--- src/design/bpmse_pkg.sv ---
`timescale 1ns / 1ps
// ----------------------------------------------------------------------------
// Block pool package
// Types and fixed widths shared by the pool cells and the top level.
// ----------------------------------------------------------------------------
package bpmse_pkg;

  // Fixed field widths of the stream payloads
  localparam int unsigned BLK_ID_W   = 16;
  localparam int unsigned BLK_SIZE_W = 13;
  localparam int unsigned SLOT_W     = 4;
  localparam int unsigned EVICT_ID_W = 16;
  localparam int unsigned IN_DATA_W  = 32;
  localparam int unsigned OUT_DATA_W = 24;

  // Width of the running minimum; holds any size bound up to 65535
  localparam int unsigned BEST_W = 16;

  // Flags that ride with the search token along the chain
  typedef struct packed {
    logic valid;
    logic found;
  } bpmse_flag_t;

  // Control states: idle, or a search token sweeping the chain
  typedef enum logic {
    ST_IDLE,
    ST_SWEEP
  } bpmse_state_e;

endpackage

--- src/design/block_pool_min_size_eviction.sv ---
`timescale 1ns / 1ps
// ----------------------------------------------------------------------------
// Block pool with smallest-size eviction
// Fully associative tag pool of block ids and sizes, built as a chain of slot
// cells that a search token walks through one cell per cycle.
// ----------------------------------------------------------------------------
//  channel  | dir | tdata fields (lsb first)                         | beat
//  s_axis   | in  | block_id[15:0], block_size[28:16], pad           | one request
//  m_axis   | out | hit[0], slot[4:1], evicted[5], evicted_id[21:6]  | one result
//
//  Sweep: the token visits one cell per cycle; the slot write and result
//  capture happen once the token has passed the last cell.
//  One request is in the chain at a time; the next one enters after the write.
//  Reset: asynchronous, active low; clears state, fill level, token flags, output valids.
//  Stalls: the result sits in the output register and one holding stage, so a
//  new request is taken while a result waits; m_axis back-pressure only blocks
//  input once the holding stage is also full.
// ----------------------------------------------------------------------------
module block_pool_min_size_eviction #(
  parameter int unsigned SLOTS      = 16,
  parameter int unsigned SIZE_BOUND = 4096,
  parameter int unsigned ID_WIDTH   = 16
) (
  input  logic                             clk_i,
  input  logic                             rst_ni,
  // request: block_id[15:0], block_size[28:16], zeros[31:29]
  input  logic                             s_axis_tvalid_i,
  output logic                             s_axis_tready_o,
  input  logic [bpmse_pkg::IN_DATA_W-1:0]  s_axis_tdata_i,
  // result: hit[0], slot[4:1], evicted[5], evicted_id[21:6], zeros[23:22]
  output logic                             m_axis_tvalid_o,
  input  logic                             m_axis_tready_i,
  output logic [bpmse_pkg::OUT_DATA_W-1:0] m_axis_tdata_o
);

  localparam int unsigned IdxW = $clog2(SLOTS);
  localparam int unsigned CntW = $clog2(SLOTS + 1);
  localparam logic [CntW-1:0] FullCnt = CntW'(SLOTS);
  localparam logic [bpmse_pkg::BEST_W-1:0] BoundVal = bpmse_pkg::BEST_W'(SIZE_BOUND);

  // --------------------------------------------------------------------------
  // Control
  // --------------------------------------------------------------------------
  bpmse_pkg::bpmse_state_e state_q, state_d;

  logic                             accept;
  logic                             done;
  logic                             out_free;
  logic [CntW-1:0]                  count_q, count_d;
  logic [bpmse_pkg::BLK_SIZE_W-1:0] req_size_q;
  logic [ID_WIDTH-1:0]              req_id;

  // chain taps, index k is the input of cell k
  bpmse_pkg::bpmse_flag_t        ch_flag      [SLOTS+1];
  logic [ID_WIDTH-1:0]           ch_id        [SLOTS+1];
  logic [IdxW-1:0]               ch_hit_idx   [SLOTS+1];
  logic [bpmse_pkg::BEST_W-1:0]  ch_best_size [SLOTS+1];
  logic [IdxW-1:0]               ch_best_idx  [SLOTS+1];
  logic [ID_WIDTH-1:0]           ch_best_id   [SLOTS+1];
  logic [SLOTS-1:0]              tok_live;

  // slot update
  logic            wr_en;
  logic [IdxW-1:0] wr_idx;

  // outcome of the finished sweep
  logic                              res_hit;
  logic [bpmse_pkg::SLOT_W-1:0]      res_slot;
  logic                              res_evicted;
  logic [bpmse_pkg::EVICT_ID_W-1:0]  res_evicted_id;

  // output register and holding stage
  logic                              m_valid_q;
  logic [bpmse_pkg::OUT_DATA_W-1:0]  m_data_q;
  logic                              pend_valid_q;
  logic [bpmse_pkg::OUT_DATA_W-1:0]  pend_data_q;
  logic [bpmse_pkg::OUT_DATA_W-1:0]  res_data;

  assign accept   = s_axis_tvalid_i && s_axis_tready_o;
  assign done     = ch_flag[SLOTS].valid;
  assign out_free = !m_valid_q || m_axis_tready_i;
  assign req_id   = ID_WIDTH'(s_axis_tdata_i[bpmse_pkg::BLK_ID_W-1:0]);

  // next state
  always_comb begin
    state_d = state_q;
    unique case (state_q)
      bpmse_pkg::ST_IDLE:  if (accept) state_d = bpmse_pkg::ST_SWEEP;
      bpmse_pkg::ST_SWEEP: if (done)   state_d = bpmse_pkg::ST_IDLE;
      default:             state_d = bpmse_pkg::ST_IDLE;
    endcase
  end

  // state outputs
  always_comb begin
    s_axis_tready_o = 1'b0;
    unique case (state_q)
      bpmse_pkg::ST_IDLE:  s_axis_tready_o = !pend_valid_q;
      bpmse_pkg::ST_SWEEP: s_axis_tready_o = 1'b0;
      default:             s_axis_tready_o = 1'b0;
    endcase
  end

  always_ff @(posedge clk_i or negedge rst_ni) begin
    if (!rst_ni) begin
      state_q <= bpmse_pkg::ST_IDLE;
    end else begin
      state_q <= state_d;
    end
  end

  // --------------------------------------------------------------------------
  // Token injection: a fresh search enters cell 0 on the accepting edge
  // --------------------------------------------------------------------------
  assign ch_flag[0].valid = accept;
  assign ch_flag[0].found = 1'b0;
  assign ch_id[0]         = req_id;
  assign ch_hit_idx[0]    = '0;
  assign ch_best_size[0]  = BoundVal;   // only sizes below the bound qualify
  assign ch_best_idx[0]   = '0;         // default victim is slot 0
  assign ch_best_id[0]    = '0;

  always_ff @(posedge clk_i) begin
    if (accept) begin
      req_size_q <= s_axis_tdata_i[bpmse_pkg::BLK_ID_W +: bpmse_pkg::BLK_SIZE_W];
    end
  end

  // --------------------------------------------------------------------------
  // Cell chain
  // --------------------------------------------------------------------------
  for (genvar k = 0; k < SLOTS; k++) begin : g_cell
    bpmse_cell #(
      .SLOTS    (SLOTS),
      .ID_WIDTH (ID_WIDTH),
      .CELL_IDX (k)
    ) u_cell (
      .clk_i       (clk_i),
      .rst_ni      (rst_ni),
      .count_i     (count_q),
      .wr_en_i     (wr_en),
      .wr_idx_i    (wr_idx),
      .wr_id_i     (ch_id[SLOTS]),
      .wr_size_i   (req_size_q),
      .flag_i      (ch_flag[k]),
      .id_i        (ch_id[k]),
      .hit_idx_i   (ch_hit_idx[k]),
      .best_size_i (ch_best_size[k]),
      .best_idx_i  (ch_best_idx[k]),
      .best_id_i   (ch_best_id[k]),
      .flag_o      (ch_flag[k+1]),
      .id_o        (ch_id[k+1]),
      .hit_idx_o   (ch_hit_idx[k+1]),
      .best_size_o (ch_best_size[k+1]),
      .best_idx_o  (ch_best_idx[k+1]),
      .best_id_o   (ch_best_id[k+1])
    );
    assign tok_live[k] = ch_flag[k+1].valid;
  end

  // --------------------------------------------------------------------------
  // Outcome at the chain end: hit, fill the next free slot, or evict
  // --------------------------------------------------------------------------
  always_comb begin
    wr_en          = 1'b0;
    wr_idx         = '0;
    count_d        = count_q;
    res_hit        = 1'b0;
    res_slot       = '0;
    res_evicted    = 1'b0;
    res_evicted_id = '0;
    priority if (ch_flag[SLOTS].found) begin
      res_hit  = 1'b1;
      res_slot = bpmse_pkg::SLOT_W'(ch_hit_idx[SLOTS]);
    end else if (count_q != FullCnt) begin
      wr_en    = done;
      wr_idx   = count_q[IdxW-1:0];
      res_slot = bpmse_pkg::SLOT_W'(count_q[IdxW-1:0]);
      if (done) begin
        count_d = count_q + CntW'(1);
      end
    end else begin
      wr_en          = done;
      wr_idx         = ch_best_idx[SLOTS];
      res_slot       = bpmse_pkg::SLOT_W'(ch_best_idx[SLOTS]);
      res_evicted    = 1'b1;
      res_evicted_id = bpmse_pkg::EVICT_ID_W'(ch_best_id[SLOTS]);
    end
  end

  assign res_data = {2'b00, res_evicted_id, res_evicted, res_slot, res_hit};

  always_ff @(posedge clk_i or negedge rst_ni) begin
    if (!rst_ni) begin
      count_q <= '0;
    end else begin
      count_q <= count_d;
    end
  end

  // --------------------------------------------------------------------------
  // Result register with one holding stage behind it
  // --------------------------------------------------------------------------
  always_ff @(posedge clk_i or negedge rst_ni) begin
    if (!rst_ni) begin
      m_valid_q    <= 1'b0;
      pend_valid_q <= 1'b0;
    end else begin
      priority if (done && out_free) begin
        m_valid_q <= 1'b1;
      end else if (done) begin
        pend_valid_q <= 1'b1;
      end else if (pend_valid_q && out_free) begin
        m_valid_q    <= 1'b1;
        pend_valid_q <= 1'b0;
      end else if (m_axis_tready_i) begin
        m_valid_q <= 1'b0;
      end
    end
  end

  always_ff @(posedge clk_i) begin
    priority if (done && out_free) begin
      m_data_q <= res_data;
    end else if (done) begin
      pend_data_q <= res_data;
    end else if (pend_valid_q && out_free) begin
      m_data_q <= pend_data_q;
    end
  end

  assign m_axis_tvalid_o = m_valid_q;
  assign m_axis_tdata_o  = m_data_q;

`ifndef SYNTHESIS
  // at most one search token anywhere in the chain
  a_one_token: assert property (@(posedge clk_i) disable iff (!rst_ni)
    $onehot0(tok_live))
    else $error("more than one search token in the cell chain");

  // fill level never passes the pool size
  a_count_range: assert property (@(posedge clk_i) disable iff (!rst_ni)
    count_q <= FullCnt)
    else $error("fill level beyond pool size");

  // holding stage only used behind a full output register
  a_pend_behind_out: assert property (@(posedge clk_i) disable iff (!rst_ni)
    pend_valid_q |-> m_valid_q)
    else $error("holding stage full while output register empty");

  // a finishing sweep always finds room for its result
  a_done_room: assert property (@(posedge clk_i) disable iff (!rst_ni)
    done |-> !pend_valid_q)
    else $error("result finished with holding stage occupied");

  // no new request while a sweep is running
  a_no_accept_busy: assert property (@(posedge clk_i) disable iff (!rst_ni)
    (tok_live != '0) |-> !accept)
    else $error("request accepted during a sweep");
`endif

endmodule

--- src/design/bpmse_cell.sv ---
`timescale 1ns / 1ps
// ----------------------------------------------------------------------------
// Block pool cell
// Holds one slot (id, size), checks the passing search token against it and
// registers the updated token for the next cell.
// ----------------------------------------------------------------------------
module bpmse_cell #(
  parameter int unsigned SLOTS    = 16,
  parameter int unsigned ID_WIDTH = 16,
  parameter int unsigned CELL_IDX = 0,
  localparam int unsigned IdxW    = $clog2(SLOTS),
  localparam int unsigned CntW    = $clog2(SLOTS + 1)
) (
  input  logic                          clk_i,
  input  logic                          rst_ni,
  // fill level and slot write
  input  logic [CntW-1:0]               count_i,
  input  logic                          wr_en_i,
  input  logic [IdxW-1:0]               wr_idx_i,
  input  logic [ID_WIDTH-1:0]           wr_id_i,
  input  logic [bpmse_pkg::BLK_SIZE_W-1:0] wr_size_i,
  // token from the previous cell
  input  bpmse_pkg::bpmse_flag_t        flag_i,
  input  logic [ID_WIDTH-1:0]           id_i,
  input  logic [IdxW-1:0]               hit_idx_i,
  input  logic [bpmse_pkg::BEST_W-1:0]  best_size_i,
  input  logic [IdxW-1:0]               best_idx_i,
  input  logic [ID_WIDTH-1:0]           best_id_i,
  // token to the next cell
  output bpmse_pkg::bpmse_flag_t        flag_o,
  output logic [ID_WIDTH-1:0]           id_o,
  output logic [IdxW-1:0]               hit_idx_o,
  output logic [bpmse_pkg::BEST_W-1:0]  best_size_o,
  output logic [IdxW-1:0]               best_idx_o,
  output logic [ID_WIDTH-1:0]           best_id_o
);

  localparam logic [IdxW-1:0] MyIdx = IdxW'(CELL_IDX);
  localparam logic [CntW-1:0] MyCnt = CntW'(CELL_IDX);

  logic [ID_WIDTH-1:0]              slot_id_q;
  logic [bpmse_pkg::BLK_SIZE_W-1:0] slot_size_q;

  logic                          filled;
  logic                          match;
  logic                          smaller;
  bpmse_pkg::bpmse_flag_t        flag_d, flag_q;
  logic [IdxW-1:0]               hit_idx_d, hit_idx_q;
  logic [bpmse_pkg::BEST_W-1:0]  best_size_d, best_size_q;
  logic [IdxW-1:0]               best_idx_d, best_idx_q;
  logic [ID_WIDTH-1:0]           best_id_d, best_id_q;
  logic [ID_WIDTH-1:0]           id_q;

  assign filled  = (MyCnt < count_i);
  assign match   = filled && (slot_id_q == id_i);
  assign smaller = filled &&
                   ({{(bpmse_pkg::BEST_W - bpmse_pkg::BLK_SIZE_W){1'b0}}, slot_size_q}
                    < best_size_i);

  always_comb begin
    flag_d      = flag_i;
    hit_idx_d   = hit_idx_i;
    best_size_d = best_size_i;
    best_idx_d  = best_idx_i;
    best_id_d   = best_id_i;
    // first match wins
    if (!flag_i.found && match) begin
      flag_d.found = 1'b1;
      hit_idx_d    = MyIdx;
    end
    // slot 0 is the fallback victim, so its id rides along by default
    if (CELL_IDX == 0) begin
      best_id_d = slot_id_q;
    end
    // strict compare keeps the lowest slot on a tie
    if (smaller) begin
      best_size_d = {{(bpmse_pkg::BEST_W - bpmse_pkg::BLK_SIZE_W){1'b0}}, slot_size_q};
      best_idx_d  = MyIdx;
      best_id_d   = slot_id_q;
    end
  end

  always_ff @(posedge clk_i or negedge rst_ni) begin
    if (!rst_ni) begin
      flag_q <= '0;
    end else begin
      flag_q <= flag_d;
    end
  end

  always_ff @(posedge clk_i) begin
    id_q        <= id_i;
    hit_idx_q   <= hit_idx_d;
    best_size_q <= best_size_d;
    best_idx_q  <= best_idx_d;
    best_id_q   <= best_id_d;
    if (wr_en_i && (wr_idx_i == MyIdx)) begin
      slot_id_q   <= wr_id_i;
      slot_size_q <= wr_size_i;
    end
  end

  assign flag_o      = flag_q;
  assign id_o        = id_q;
  assign hit_idx_o   = hit_idx_q;
  assign best_size_o = best_size_q;
  assign best_idx_o  = best_idx_q;
  assign best_id_o   = best_id_q;

endmodule
--- config.mk ---
export PLATFORM = sky130hd
export DESIGN_NAME = block_pool_min_size_eviction
export DESIGN_NICKNAME = d
export VERILOG_FILES = /design/src/design/bpmse_pkg.sv /design/src/design/block_pool_min_size_eviction.sv /design/src/design/bpmse_cell.sv
export SDC_FILE = /design/constraint.sdc
export NUM_CORES = 2
export LEC_CHECK = 0
export ABC_AREA = 1
export BUFFER_PORTS_ARGS = -buffer_cell sky130_fd_sc_hd__buf_4
export CAP_MARGIN = 20
export CORE_MARGIN = 1.5
export CORE_UTILIZATION = 60
export DETAILED_ROUTE_END_ITERATION = 10
export HOLD_SLACK_MARGIN = 0.02
export PLACE_DENSITY_LB_ADDON = 0.25
export SLEW_MARGIN = 20
export SYNTH_ARGS = -nofsm -noshare
export SYNTH_HDL_FRONTEND = slang
export SYNTH_SLANG_ARGS = --single-unit
--- constraint.sdc ---
create_clock -name clk_i -period 3.7 [get_ports clk_i]
set_input_delay 0.37 -clock clk_i [delete_from_list [all_inputs] [get_ports clk_i]]
set_output_delay 0.37 -clock clk_i [all_outputs]
set_load 0.05 [all_outputs]
==> reports/metrics.csv <==
stage;metric;value;unit
detailed_routing;DRC viols;0;
worst_setup_path;Worst R2R End;g_cell[0].u_cell.slot_size_q[1];
finish;most common cell after layout, fill and taps aside;nand2_1;
timing;fin. max-slew vios;0;
detailed_routing;final WL;94100;um
clocking;CTS clk-pin slew, worst paths;0.06;ns
timing;Final Skew;0.0261;ns
global_routing;antenna violations before repair;1;
placed_design;placed cell count;5849;
logic_synthesis;Seq cells post-synth;1366;
worst_setup_path;RR Startpoint;count_q[1];
timing;Setup TNS;0;ns
power_and_ir_drop;PD cells;523;mW/mm2
run_status;status;complete, no violations;
global_routing;vias in the first global route;31400;
worst_setup_path;Startpoint Class;register;
clocking;H-tree Lvls;4;
floorplanning;Die Width;290;um
finish;share of cells above drive strength 1;7.56;%
logic_synthesis;Synth cell types;45;
flow_run;maxcap violations;0;
logic_synthesis;Synth async-reset ratio;2.93;%
timing;Tmin final;3.12;ns
detailed_routing;vias per inst;5.01;
floorplanning;core box area;0.0818;mm2
detailed_routing;Final ANT Viol Nets;0;
global_routing;Total GRT Usage;22.8;%
finish;nets;5163;
logic_synthesis;Post-Syn Area;0.0494;mm2
timing;# setup viols final;0;
timing;RSZ-0062 raised after global routing;false;
timing;Slew @ Worst Pin;1.06;ns
clocking;Post-CTS Resized;0;
timing;Final Hold Vio Count;0;
floorplanning;I/O pin cnt;62;
floorplanning;# rows;105;
clocking;# Post-CTS Setup Buffers;0;
clocking;CTS Buffer Depth;3;
placed_design;Post-DP HPWL;68900;um
logic_synthesis;main flop type after synthesis;dfxtp_1;
detailed_routing;First-pass DRT Iterations;8;
power_and_ir_drop;Max IR drop VDD;0.485;mV
finish;post-layout util;68.1;%
hold_path;HP Class;input pin to asynchronous set/reset pin;
finish;Finished Layout Cells;6126;
clocking;# hold bufs at CTS;32;
timing;post-route setup slack;0.581;ns
finish;area growth from synthesis to layout;12.7;%
finish;fill count;5895;
worst_setup_path;r2r setup slk;0.58;ns
clocking;total CTS buffers;132;
timing;f_max;321;MHz
power_and_ir_drop;LEAKAGE;24.2;nW
timing;Fin Hold WS;0.208;ns
detailed_routing;WL per Instance;15.4;um
detailed_routing;met1 WL;37800;um
logic_synthesis;sequential share of the synthesized area;66.3;%
global_routing;largest net degree at the start of global routing;41;
worst_setup_path;crit path kind;register to register;
placed_design;DP Worst Slack;0.643;ns
floorplanning;Die H;290;um
worst_setup_path;critical path required time;4.06;ns
placed_design;gpl congestion;0.884;
clocking;CTS Root Cell;clkbuf_16;
finish;antenna cells;0;
clocking;CTS tree;built;
logic_synthesis;top-area cell type share of the netlist area;32.6;%
detailed_routing;met3 WL;3560;um
worst_setup_path;critical path arrival;3.48;ns
placed_design;Buffers on Ports;56;
floorplanning;Starting Density;60.4;%
logic_synthesis;synth warn;0;
worst_setup_path;worst reg-to-reg path cell count;10;
clocking;worst skew pair latency;0.72;ns
global_routing;first-pass GRT wire length;154000;um
logic_synthesis;number of synthesized flops with an enable pin;521;
worst_setup_path;highest fanout seen on the critical path;29;
finish;Multi-input gate area;0.0142;mm2
detailed_routing;routed wl met2;48800;um
clocking;TritonCTS Sinks;1366;
logic_synthesis;Mapped Avg Cell Area;10.3;um2
worst_setup_path;endpoint type of the worst setup path;register;
global_routing;total grt overflow;0;
detailed_routing;top layer in use;met4;
detailed_routing;vias after detailed routing;30700;
logic_synthesis;top cells by area, synth;dfxtp_1 (33%), edfxtp_1 (32%), nand2_1 (11%);
detailed_routing;drt initial violations;1577;
timing;Final period util;84.3;%
logic_synthesis;Syn Inst Count;4799;
finish;most frequent cells in the layout;nand2_1 (1,459), dfxtp_1 (805), edfxtp_1 (521), inv_1 (493), nand3_1 (436);
logic_synthesis;area leader, netlist;dfxtp_1;
floorplanning;DIE AREA;0.0841;mm2
finish;Register Area;0.0328;mm2
timing;slew margin rel.;29.2;%
[synth_stat cells, types with 2 or more instances]
cell type / number
inv_2: 9
buf_1: 4
a21oi_2: 5
o21ai_1: 7
nand3b_1: 3
o21ai_0: 28
nor2_2: 4
nor2_1: 249
nor3b_1: 8
ha_1: 182
a31oi_1: 4
a21oi_1: 67
or2_1: 3
clkbuf_1: 68
buf_4: 9
inv_1: 493
buf_2: 54
edfxtp_1: 521
o21a_1: 3
buf_6: 9
a21boi_0: 13
nand2_1: 1460
xnor2_1: 75
dfxtp_1: 805
nor3_1: 38
and2_1: 2
dfrtp_1: 40
xor2_1: 101
or2_2: 16
nand2b_1: 3
nand4_1: 61
o22ai_1: 5
nand3_1: 436
o21bai_1: 2
nand2_2: 2
[where the power goes]
group	internal [W]	total (W)	leakage, nW	switching, W
Clock	0.00765	0.0130	2.11	0.00535
Combinational	0.000129	0.000262	10.2	0.000133
Sequential	0.0157	0.0159	11.9	0.000156
[layer usage]
layer,vias up,track usage (%)
met5,-,0
met4,0,11.0
met3,236,3.34
met2,610,42.6
met1,14100,25.4
li1,15700,-
[area by class of cell]
class                           count  share of cell area, %
Clock buffer                      200                   6.99
Tap cell                         1070                   2.40
Inverter                          502                   3.38
Sequential cell                  1366                   58.8
Clock inverter                     45                  0.734
Timing Repair Buffer              155                   2.24
Multi-Input combinational cell   2788                   25.4
[state kept, by name (all words and copies together) (netlist names), 32 cells and up]
signal,count
g_cell.u_cell.best_size_o,195
g_cell.u_cell.best_idx_o,49
g_cell.u_cell.slot_size_q,208
g_cell.u_cell.id_o,256
g_cell.u_cell.slot_id_q,240
g_cell.u_cell.hit_idx_o,49
g_cell.u_cell.flag_o,32
g_cell.u_cell.best_id_o,256
[metrics by stage]
| step | total power (W) | cell area (um2) |
|---|---|---|
| finish | 0.0291 | 55700 |
| global route | 0.0300 | 55700 |
| CTS | 0.0294 | 55700 |
| detailed placement | 0.0164 | 51100 |
| global placement | 0.0164 | 51100 |
| floorplan | 0.0163 | 49500 |
[worst max-delay path, stage by stage (launching register included)]
cell	delay, ns
dfrtp_1	0.56
inv_1	0.17
ha_1	0.21
nand3_1	0.17
inv_2	0.20
nand2_1	0.11
nand2_1	0.12
nor3_1	0.24
nand2_1	0.31
nor2_2	0.26
buf_4	0.38
[worst max path at each step]
stage                from                         endpoint  slack (ns)  cells past startpoint
2_1_floorplan  count_q[1]    g_cell[0].u_cell.best_id_d[0]        0.68                      9
3_3_place_gp   count_q[1]  g_cell[0].u_cell.slot_size_q[1]        0.74                     10
3_5_place_dp   count_q[1]  g_cell[0].u_cell.slot_size_q[1]        0.64                     10
4_1_cts        count_q[1]    g_cell[0].u_cell.best_id_d[5]        0.65                     10
5_1_grt        count_q[1]    g_cell[0].u_cell.best_id_d[5]        0.33                     10
6_report       count_q[1]  g_cell[0].u_cell.slot_size_q[1]        0.58                     10
[logic make-up after synthesis]
logic type,after synthesis,synth area share (%)
simple gates,2290,19.2
flops,1366,66.3
buf+inv,646,5.25
fa+ha+maj,182,4.61
xor+xnor,176,3.12
compound gates,138,1.59
other cells,1,0.00758
(Power assumes the default switching activity.)
